## src/rtl/prq_pkg.sv

```systemverilog
// Shared types and constants for the priority ready and delay queue scheduler.
`default_nettype none
package prq_pkg;

	localparam int TASK_W = 8;
	localparam int PRIO_W = 8;
	localparam int TICK_W = 16;
	localparam int CNT_W  = 5;

	typedef enum logic [1:0] {
		OP_QUEUE    = 2'd0,
		OP_DISPATCH = 2'd1,
		OP_RERUN    = 2'd2,
		OP_IDLE     = 2'd3
	} op_e_t;

	typedef enum logic [1:0] {
		ST_OK     = 2'd0,
		ST_EMPTY  = 2'd1,
		ST_FULL   = 2'd2,
		ST_NOTASK = 2'd3
	} status_e_t;

	// Request payload.
	typedef struct packed {
		op_e_t              op;
		logic [TASK_W-1:0]  task_id;
		logic [PRIO_W-1:0]  priority_req;
		logic [TICK_W-1:0]  delay_ticks;
	} req_t;

	// Response payload.
	typedef struct packed {
		status_e_t          status;
		logic               dispatched_valid;
		logic [TASK_W-1:0]  dispatched_task;
		logic [PRIO_W-1:0]  dispatched_priority;
		logic [CNT_W-1:0]   ready_count;
		logic [CNT_W-1:0]   delayed_count;
		logic [TASK_W-1:0]  delayed_head_task;
		logic [TICK_W-1:0]  delayed_head_ticks;
	} rsp_t;

	// Queue entries as stored in memory.
	typedef struct packed {
		logic [TASK_W-1:0] task_id;
		logic [PRIO_W-1:0] key;
	} rdy_entry_t;

	typedef struct packed {
		logic [TASK_W-1:0] task_id;
		logic [TICK_W-1:0] key;
	} dly_entry_t;

	// Commands from the controller to the datapath.
	typedef struct packed {
		logic      latch;
		logic      ins_start;
		logic      ins_step;
		logic      ins_new0;
		logic      dsp_start;
		logic      dsp_step;
		logic      finish;
		logic      sel_delay;
		logic      use_running;
		status_e_t status;
	} cmd_t;

	// Status from the datapath to the controller.
	typedef struct packed {
		op_e_t op;
		logic  ready_empty;
		logic  ready_full;
		logic  dly_empty;
		logic  dly_full;
		logic  delay_zero;
		logic  running_valid;
		logic  key_le;
		logic  idx_zero;
		logic  idx_last;
		logic  out_free;
	} stat_t;

endpackage
`default_nettype wire

```

## src/rtl/prq_store.sv

```systemverilog
// One queue memory with a single write port and a registered read port.
`default_nettype none
module prq_store #(
	parameter int DEPTH  = 16,
	parameter int DATA_W = 16
) (
	input  wire logic                     clk,
	input  wire logic                     rd_en,
	input  wire logic [$clog2(DEPTH)-1:0] rd_addr,
	output logic      [DATA_W-1:0]        rd_data,
	input  wire logic                     wr_en,
	input  wire logic [$clog2(DEPTH)-1:0] wr_addr,
	input  wire logic [DATA_W-1:0]        wr_data
);

	logic [DATA_W-1:0] mem [DEPTH];
	logic [DATA_W-1:0] rd_data_q;

	// Write port.
	always_ff @(posedge clk) begin
		if (wr_en) begin
			mem[wr_addr] <= wr_data;
		end
	end

	// Registered read port.
	always_ff @(posedge clk) begin
		if (rd_en) begin
			rd_data_q <= mem[rd_addr];
		end
	end

	assign rd_data = rd_data_q;

endmodule
`default_nettype wire

```

## src/rtl/prq_ctrl.sv

```systemverilog
// Controller state machine that sequences queue inserts and dispatches.
`default_nettype none
module prq_ctrl (
	input  wire logic          clk,
	input  wire logic          arst_n,
	input  wire logic          req_valid,
	output logic               req_stall,
	output prq_pkg::cmd_t      cmd,
	input  wire prq_pkg::stat_t stat
);
	import prq_pkg::*;

	typedef enum logic [5:0] {
		S_IDLE     = 6'b000001,
		S_DECODE   = 6'b000010,
		S_INS_CMP  = 6'b000100,
		S_INS_NEW0 = 6'b001000,
		S_DSP_SH   = 6'b010000,
		S_DONE     = 6'b100000
	} state_t;

	state_t    state_q, state_d;
	logic      sel_q, sel_d;
	logic      use_run_q, use_run_d;
	status_e_t status_q, status_d;
	logic      tgt_full, tgt_empty;

	assign req_stall = (state_q != S_IDLE);

	// Fullness and emptiness of the queue that a rerun targets.
	always_comb begin
		tgt_full  = stat.delay_zero ? stat.ready_full : stat.dly_full;
		tgt_empty = stat.delay_zero ? stat.ready_empty : stat.dly_empty;
	end

	// Next state and command decode.
	always_comb begin
		state_d   = state_q;
		sel_d     = sel_q;
		use_run_d = use_run_q;
		status_d  = status_q;
		cmd       = '0;
		unique case (state_q)
			S_IDLE: begin
				if (req_valid) begin
					cmd.latch = 1'b1;
					state_d   = S_DECODE;
				end
			end
			S_DECODE: begin
				status_d  = ST_OK;
				sel_d     = 1'b0;
				use_run_d = 1'b0;
				unique case (stat.op)
					OP_QUEUE: begin
						if (stat.ready_full) begin
							status_d = ST_FULL;
							state_d  = S_DONE;
						end else if (stat.ready_empty) begin
							state_d = S_INS_NEW0;
						end else begin
							cmd.ins_start = 1'b1;
							state_d       = S_INS_CMP;
						end
					end
					OP_DISPATCH: begin
						if (stat.ready_empty) begin
							status_d = ST_EMPTY;
							state_d  = S_DONE;
						end else begin
							cmd.dsp_start = 1'b1;
							state_d       = S_DSP_SH;
						end
					end
					OP_RERUN: begin
						if (!stat.running_valid) begin
							status_d = ST_NOTASK;
							state_d  = S_DONE;
						end else begin
							sel_d     = !stat.delay_zero;
							use_run_d = 1'b1;
							if (tgt_full) begin
								status_d = ST_FULL;
								state_d  = S_DONE;
							end else if (tgt_empty) begin
								state_d = S_INS_NEW0;
							end else begin
								cmd.ins_start = 1'b1;
								state_d       = S_INS_CMP;
							end
						end
					end
					OP_IDLE: begin
						state_d = S_DONE;
					end
					default: begin
						state_d = S_DONE;
					end
				endcase
			end
			S_INS_CMP: begin
				cmd.ins_step = 1'b1;
				if (stat.key_le) begin
					state_d = S_DONE;
				end else if (stat.idx_zero) begin
					state_d = S_INS_NEW0;
				end
			end
			S_INS_NEW0: begin
				cmd.ins_new0 = 1'b1;
				state_d      = S_DONE;
			end
			S_DSP_SH: begin
				cmd.dsp_step = 1'b1;
				if (stat.idx_last) begin
					state_d = S_DONE;
				end
			end
			S_DONE: begin
				if (stat.out_free) begin
					cmd.finish = 1'b1;
					state_d    = S_IDLE;
				end
			end
			default: begin
				state_d = S_IDLE;
			end
		endcase
		// The queue select takes effect in the decode cycle itself.
		cmd.sel_delay   = (state_q == S_DECODE) ? sel_d : sel_q;
		cmd.use_running = use_run_q;
		cmd.status      = status_q;
	end

	// Control registers.
	always_ff @(posedge clk or negedge arst_n) begin
		if (!arst_n) begin
			state_q   <= S_IDLE;
			sel_q     <= 1'b0;
			use_run_q <= 1'b0;
			status_q  <= ST_OK;
		end else begin
			state_q   <= state_d;
			sel_q     <= sel_d;
			use_run_q <= use_run_d;
			status_q  <= status_d;
		end
	end

endmodule
`default_nettype wire

```

## src/rtl/prq_datapath.sv

```systemverilog
// Datapath: queue memories, fill counts, scan index, current task and result register.
`default_nettype none
module prq_datapath #(
	parameter int QUEUE_DEPTH = 16
) (
	input  wire logic           clk,
	input  wire logic           arst_n,
	input  wire prq_pkg::req_t  req,
	output prq_pkg::rsp_t       rsp,
	output logic                rsp_valid,
	input  wire logic           rsp_stall,
	input  wire prq_pkg::cmd_t  cmd,
	output prq_pkg::stat_t      stat
);
	import prq_pkg::*;

	localparam int IW = $clog2(QUEUE_DEPTH);
	localparam int FW = $clog2(QUEUE_DEPTH + 1);

	req_t              item_q;
	logic [IW-1:0]     idx_q;
	logic [FW-1:0]     rdy_fill_q, dly_fill_q;
	logic [TASK_W-1:0] run_task_q;
	logic [PRIO_W-1:0] run_prio_q;
	logic              run_valid_q;
	dly_entry_t        head_q;
	rsp_t              out_q;
	logic              out_valid_q;

	rdy_entry_t        rdy_rd, rdy_new, rdy_wr_data;
	dly_entry_t        dly_rd, dly_new, dly_wr_data;
	logic [TASK_W-1:0] ins_task;
	logic [PRIO_W-1:0] new_prio;
	logic [TICK_W-1:0] new_key, rd_key;
	logic [FW-1:0]     fill_sel;
	logic [IW-1:0]     idx_start, idx_inc, idx_dec;
	logic              key_le, idx_zero, idx_last;
	logic              rd_en, wr_en, wr_new;
	logic [IW-1:0]     rd_addr, wr_addr;
	logic              new_written;
	logic [FW+CNT_W-1:0] rdy_cnt_ext, dly_cnt_ext;
	logic              disp_ok;

	// The entry being inserted and the key it is compared against.
	always_comb begin
		ins_task = cmd.use_running ? run_task_q : item_q.task_id;
		new_prio = cmd.use_running ? run_prio_q : item_q.priority_req;
		rdy_new  = '{task_id: ins_task, key: new_prio};
		dly_new  = '{task_id: ins_task, key: item_q.delay_ticks};
		new_key  = cmd.sel_delay ? item_q.delay_ticks : TICK_W'(new_prio);
		rd_key   = cmd.sel_delay ? dly_rd.key : TICK_W'(rdy_rd.key);
		key_le   = (rd_key <= new_key);
	end

	// Scan index arithmetic.
	always_comb begin
		fill_sel  = cmd.sel_delay ? dly_fill_q : rdy_fill_q;
		idx_start = IW'(fill_sel - FW'(1));
		idx_inc   = idx_q + IW'(1);
		idx_dec   = idx_q - IW'(1);
		idx_zero  = (idx_q == '0);
		idx_last  = ((FW'(idx_q) + FW'(1)) == rdy_fill_q);
	end

	// Memory port control for insert and dispatch scans.
	always_comb begin
		rd_en   = 1'b0;
		rd_addr = '0;
		wr_en   = 1'b0;
		wr_addr = '0;
		wr_new  = 1'b0;
		if (cmd.ins_start) begin
			rd_en   = 1'b1;
			rd_addr = idx_start;
		end
		if (cmd.dsp_start) begin
			rd_en   = 1'b1;
			rd_addr = '0;
		end
		if (cmd.ins_step) begin
			// Larger keys move up one place; the new entry lands above the first smaller or equal.
			wr_en   = 1'b1;
			wr_addr = idx_inc;
			wr_new  = key_le;
			if (!key_le && !idx_zero) begin
				rd_en   = 1'b1;
				rd_addr = idx_dec;
			end
		end
		if (cmd.ins_new0) begin
			wr_en   = 1'b1;
			wr_addr = '0;
			wr_new  = 1'b1;
		end
		if (cmd.dsp_step) begin
			// Entries behind the head move down one place.
			if (!idx_zero) begin
				wr_en   = 1'b1;
				wr_addr = idx_dec;
			end
			if (!idx_last) begin
				rd_en   = 1'b1;
				rd_addr = idx_inc;
			end
		end
		rdy_wr_data = wr_new ? rdy_new : rdy_rd;
		dly_wr_data = wr_new ? dly_new : dly_rd;
		new_written = wr_en && wr_new;
	end

	prq_store #(
		.DEPTH  (QUEUE_DEPTH),
		.DATA_W ($bits(rdy_entry_t))
	) u_rdy_store (
		.clk     (clk),
		.rd_en   (rd_en && !cmd.sel_delay),
		.rd_addr (rd_addr),
		.rd_data (rdy_rd),
		.wr_en   (wr_en && !cmd.sel_delay),
		.wr_addr (wr_addr),
		.wr_data (rdy_wr_data)
	);

	prq_store #(
		.DEPTH  (QUEUE_DEPTH),
		.DATA_W ($bits(dly_entry_t))
	) u_dly_store (
		.clk     (clk),
		.rd_en   (rd_en && cmd.sel_delay),
		.rd_addr (rd_addr),
		.rd_data (dly_rd),
		.wr_en   (wr_en && cmd.sel_delay),
		.wr_addr (wr_addr),
		.wr_data (dly_wr_data)
	);

	// Request capture and scan index.
	always_ff @(posedge clk) begin
		if (cmd.latch) begin
			item_q <= req;
		end
		if (cmd.ins_start) begin
			idx_q <= idx_start;
		end else if (cmd.dsp_start) begin
			idx_q <= '0;
		end else if (cmd.ins_step && !key_le && !idx_zero) begin
			idx_q <= idx_dec;
		end else if (cmd.dsp_step && !idx_last) begin
			idx_q <= idx_inc;
		end
	end

	// Fill counts and current task.
	always_ff @(posedge clk or negedge arst_n) begin
		if (!arst_n) begin
			rdy_fill_q  <= '0;
			dly_fill_q  <= '0;
			run_task_q  <= '0;
			run_prio_q  <= '0;
			run_valid_q <= 1'b0;
		end else begin
			if (new_written && cmd.sel_delay) begin
				dly_fill_q <= dly_fill_q + FW'(1);
			end
			if (new_written && !cmd.sel_delay) begin
				rdy_fill_q <= rdy_fill_q + FW'(1);
			end else if (cmd.dsp_step && idx_last) begin
				rdy_fill_q <= rdy_fill_q - FW'(1);
			end
			if (cmd.dsp_step && idx_zero) begin
				run_task_q  <= rdy_rd.task_id;
				run_prio_q  <= rdy_rd.key;
				run_valid_q <= 1'b1;
			end
		end
	end

	// The delay queue only grows, so its head changes only on an insert at place zero.
	always_ff @(posedge clk) begin
		if (cmd.ins_new0 && cmd.sel_delay) begin
			head_q <= dly_new;
		end
	end

	// Result register.
	always_comb begin
		rdy_cnt_ext = {{CNT_W{1'b0}}, rdy_fill_q};
		dly_cnt_ext = {{CNT_W{1'b0}}, dly_fill_q};
		disp_ok     = (item_q.op == OP_DISPATCH) && (cmd.status == ST_OK);
	end

	always_ff @(posedge clk or negedge arst_n) begin
		if (!arst_n) begin
			out_valid_q <= 1'b0;
		end else if (cmd.finish) begin
			out_valid_q <= 1'b1;
		end else if (!rsp_stall) begin
			out_valid_q <= 1'b0;
		end
	end

	always_ff @(posedge clk) begin
		if (cmd.finish) begin
			out_q.status              <= cmd.status;
			out_q.dispatched_valid    <= disp_ok;
			out_q.dispatched_task     <= disp_ok ? run_task_q : '0;
			out_q.dispatched_priority <= disp_ok ? run_prio_q : '0;
			out_q.ready_count   <= rdy_cnt_ext[CNT_W-1:0];
			out_q.delayed_count <= dly_cnt_ext[CNT_W-1:0];
			if (dly_fill_q != '0) begin
				out_q.delayed_head_task  <= head_q.task_id;
				out_q.delayed_head_ticks <= head_q.key;
			end else begin
				out_q.delayed_head_task  <= '0;
				out_q.delayed_head_ticks <= '0;
			end
		end
	end

	assign rsp       = out_q;
	assign rsp_valid = out_valid_q;

	// Status toward the controller.
	always_comb begin
		stat.op            = item_q.op;
		stat.ready_empty   = (rdy_fill_q == '0);
		stat.ready_full    = (rdy_fill_q == FW'(QUEUE_DEPTH));
		stat.dly_empty     = (dly_fill_q == '0);
		stat.dly_full      = (dly_fill_q == FW'(QUEUE_DEPTH));
		stat.delay_zero    = (item_q.delay_ticks == '0);
		stat.running_valid = run_valid_q;
		stat.key_le        = key_le;
		stat.idx_zero      = idx_zero;
		stat.idx_last      = idx_last;
		stat.out_free      = !out_valid_q || !rsp_stall;
	end

endmodule
`default_nettype wire

```

## src/rtl/priority_ready_and_delay_queues_top.sv

```systemverilog
// Top level of the task scheduler with a sorted ready queue and a sorted delay queue.
//
//  Channel | Valid     | Stall     | Payload
//  --------+-----------+-----------+---------------------------
//  request | req_valid | req_stall | req (op, task, priority, delay)
//  result  | rsp_valid | rsp_stall | rsp (status, dispatch, queue state)
//
// Inserts and dispatches move one entry per cycle through the queue memory's single read and
// write port while they scan the queue. Refused requests and the unused op need no scan.
// Reset clears the fill counts and the current task; queue memories need no clearing.
// A finished result waits in the result register; the next request is already taken while
// it waits, and its own result is held back until that register is free.
`default_nettype none
module priority_ready_and_delay_queues_top #(
	parameter int QUEUE_DEPTH = 16
) (
	input  wire logic          clk,
	input  wire logic          arst_n,
	input  wire logic          req_valid,
	output logic               req_stall,
	input  wire prq_pkg::req_t req,
	output logic               rsp_valid,
	input  wire logic          rsp_stall,
	output prq_pkg::rsp_t      rsp
);
	import prq_pkg::*;

	cmd_t  cmd;
	stat_t stat;

	prq_ctrl u_ctrl (
		.clk       (clk),
		.arst_n    (arst_n),
		.req_valid (req_valid),
		.req_stall (req_stall),
		.cmd       (cmd),
		.stat      (stat)
	);

	prq_datapath #(
		.QUEUE_DEPTH (QUEUE_DEPTH)
	) u_datapath (
		.clk       (clk),
		.arst_n    (arst_n),
		.req       (req),
		.rsp       (rsp),
		.rsp_valid (rsp_valid),
		.rsp_stall (rsp_stall),
		.cmd       (cmd),
		.stat      (stat)
	);

endmodule
`default_nettype wire
```

## config.mk

```make
export PLATFORM = sky130hd
export DESIGN_NAME = priority_ready_and_delay_queues_top
export DESIGN_NICKNAME = d
export VERILOG_FILES = /design/src/rtl/prq_pkg.sv /design/src/rtl/prq_store.sv /design/src/rtl/prq_ctrl.sv /design/src/rtl/prq_datapath.sv /design/src/rtl/priority_ready_and_delay_queues_top.sv
export SDC_FILE = /design/constraint.sdc
export NUM_CORES = 1
export LEC_CHECK = 0
export ABC_AREA = 1
export BUFFER_PORTS_ARGS = -buffer_cell sky130_fd_sc_hd__buf_2
export CORE_ASPECT_RATIO = 2
export CORE_MARGIN = 3
export CORE_UTILIZATION = 55
export CTS_CLUSTER_DIAMETER = 30
export CTS_CLUSTER_SIZE = 28
export DETAILED_ROUTE_END_ITERATION = 10
export PLACE_DENSITY = 0.72
export SLEW_MARGIN = 15
export SYNTH_ARGS = -nofsm -noshare
export SYNTH_HDL_FRONTEND = slang
export SYNTH_HIERARCHICAL = 1
export SYNTH_SLANG_ARGS = --single-unit
```

## constraint.sdc

```tcl
create_clock -name clk -period 8.7 [get_ports clk]
set_input_delay 0 -clock clk [delete_from_list [all_inputs] [get_ports clk]]
set_output_delay 0 -clock clk [all_outputs]
set_load 0.01 [all_outputs]
```

==> impl_metrics.toml <==
[worst_setup_path]
crit_top_cell = "nand2_1"
critical_path_class = "reg2reg"
r2r_start = "u_datapath/dly_new[11]"
rr_endpoint = "u_datapath/u_rdy_store/rd_data[2]"
start_kind = "register"
slowest_stage = "buf_4"
cp_data_arrival_time_ns = 6.52
max_stage_delay_ns = 0.86
path_max_fanout = 98
reg2reg_depth = 29
required_ns = 9.04
r2r_slack_ns = 2.52
cp-end-kind = "register"

[placement]
dp_hpwl_um = 50700
io_buffers = 92
placedCellCount = 3759
place_congestion = 1.01

[grt]
grt_pass1_wl_um = 123000
antenna_found_initial = 0
grt_usage_pct = 27.5
overflow = 0
grt_pass1_vias = 21900
grt_max_degree = 99

[status]
status = "complete, no violations"

[synth]
synth_cells = 3016
synth_area_mm2 = 0.0309
ys_warn_count = 6
syn_avg_cell_area_um2 = 10.2
syn-num-nets = 3079

[cts]
cts.clk_slew.worst_paths_ns = 0.07
cts_buffer_depth = 3
cts_resized = 0
cts-root-buf = "clkbuf_16"
insertion_delay_ns = 0.63
cts_tree = "yes"
cts_sinks = 697
cts_htree_levels = 3
cts_made_buffers = 77

[pwr]
p_per_area_mw_per_mm2 = 236
p_leak_nw = 14.9
vdd.ir_drop.worst_mv = 0.199

[drt]
ant_nets = 0
drc = 0
drtPass1Iterations = 6
wl_um = 81700
via_per_inst = 5.55
vias = 21900
wl_per_cell_um = 20.7
dr.first_iter.drc_count = 2144

[sta]
clock_skew_ns = 0.0414
setup_viol = 0
slew_violations = 0
grt_setup_unrepaired = "no"
worst_pin_slew_ns = 1.21
max_freq_mhz = 162
whs_ns = 0.0987
hold_viol = 0
fin_tns_setup_ns = 0
max_slew_margin_pct = 19.3
fin_crit_ns = 6.18
min_period_over_period_pct = 71.0

[layout]
diodes = 0
fin_cells = 3939
n_fill_cell = 4139
layout-drive-gt1-share_pct = 10.5
layout.nets = 3195
synthToLayoutAreaGrowth_pct = 13.3

[floorplan]
start_util_pct = 55.7
die-area_mm2 = 0.0592
io-pin-count = 93
die_w_um = 174
die_y_um = 341
coreArea_mm2 = 0.0554
row_count = 122

[hold_path]
hp-class = "in2async"

[flow_run]
maxCapViolCount = 0
==> repair_timing <==
item / CTS / global route
setup buffers: 0 / 0
hold buffers: 37 / 0
endpoints found under the hold margin: 76 / 0
==> worst max-delay path by stage <==
| stage | slack (ns) | cells after the start | endpoint | startpoint |
|---|---|---|---|---|
| 2_1_floorplan | 4.08 | 30 | u_datapath/u_dly_store/rd_data[5] | u_datapath/dly_new[14] |
| 3_3_place_gp | 2.79 | 29 | u_datapath/u_rdy_store/rd_data[10] | u_datapath/dly_new[10] |
| 3_5_place_dp | 2.67 | 29 | u_datapath/u_rdy_store/rd_data[7] | u_datapath/dly_new[15] |
| 4_1_cts | 2.58 | 29 | u_datapath/u_rdy_store/rd_data[2] | u_datapath/dly_new[10] |
| 5_1_grt | 2.02 | 29 | u_datapath/u_rdy_store/rd_data[2] | u_datapath/dly_new[11] |
| 6_report | 2.52 | 29 | u_datapath/u_rdy_store/rd_data[2] | u_datapath/dly_new[11] |
==> registers in the layout, summed over array words and instances, names as in the netlist, 2 cells and up <==
signal and count:
u_datapath/item_q 16, u_ctrl/state_q 6, u_datapath/u_rdy_store/mem 256, u_ctrl/status_q 2, u_datapath/head_q 24, u_datapath/rsp 53, u_datapath/run_task_q 8, u_datapath/rdy_fill_q 5
u_datapath/u_dly_store/rd_data 16, u_datapath/idx_q 4, u_datapath/u_rdy_store/rd_data 16, u_datapath/stat 2, u_datapath/dly_fill_q 5, u_datapath/dly_new 16, u_datapath/run_prio_q 8, u_datapath/u_dly_store/mem 256
==> routing by layer <==
metal  vias to the layer above  share of wire (%)  GRT usage, %
li1                       9944                  -             -
met3                       310                7.4          3.60
met5                         -                  0             0
met2                      1106                 53          50.5
met1                     10500                 33          29.3
met4                         0                7.0          18.0
==> per-stage QoR <==
step	total power, mW	instance area, um^2	util, %	setup WS, ns
final	8.25	35000	63.1	2.52
after global routing	8.52	35000	63.1	2.02
after CTS	8.26	35000	63.1	2.58
after detailed placement	4.94	32000	57.7	2.67
after global placement	4.91	32000	57.7	2.79
after floorplan	4.63	30900	-	4.08
==> cell usage in the layout, fill, tap and decap left out, types with 8 or more instances in the layout <==
master,count
nand2_1,906
clkinv_4,9
inv_8,8
nand3_1,418
ha_1,24
dfrtp_1,37
dlygate4sd3_1,37
inv_1,528
inv_6,19
nand4_1,9
a21oi_1,29
xor2_1,9
edfxtp_1,659
clkbuf_16,78
nor2_1,103
buf_4,68
o21ai_0,67
buf_2,92
==> final cells by class <==
type	instances	area [um^2]	share of cell area, %
multi-input cells	1620	7290	20.8
flip-flops and latches	697	20700	59.3
repair buffers	198	1360	3.89
inverters	538	2030	5.79
well taps	744	931	2.66
clock buffers	84	1980	5.67
clock inverters	58	658	1.88
==> where the power goes <==
part	switching (mW)	total (mW)	internal, mW
Sequential	0.0863	3.92	3.83
Clock	1.43	3.33	1.90
Combinational	0.704	0.992	0.288
Total	2.22	8.25	6.02
==> worst max-delay path, delay by kind of cell (launching register included) <==
| kind | cells | cell delay [ns] |
|---|---|---|
| AO/OA/AOI/OAI | 3 | 0.38 |
| buffers and inverters | 5 | 1.78 |
| adder cells (fa/ha/maj) | 1 | 0.29 |
| AND/OR/NAND/NOR | 20 | 2.91 |
| flip-flops | 1 | 0.49 |
(Power assumes the default switching activity.)
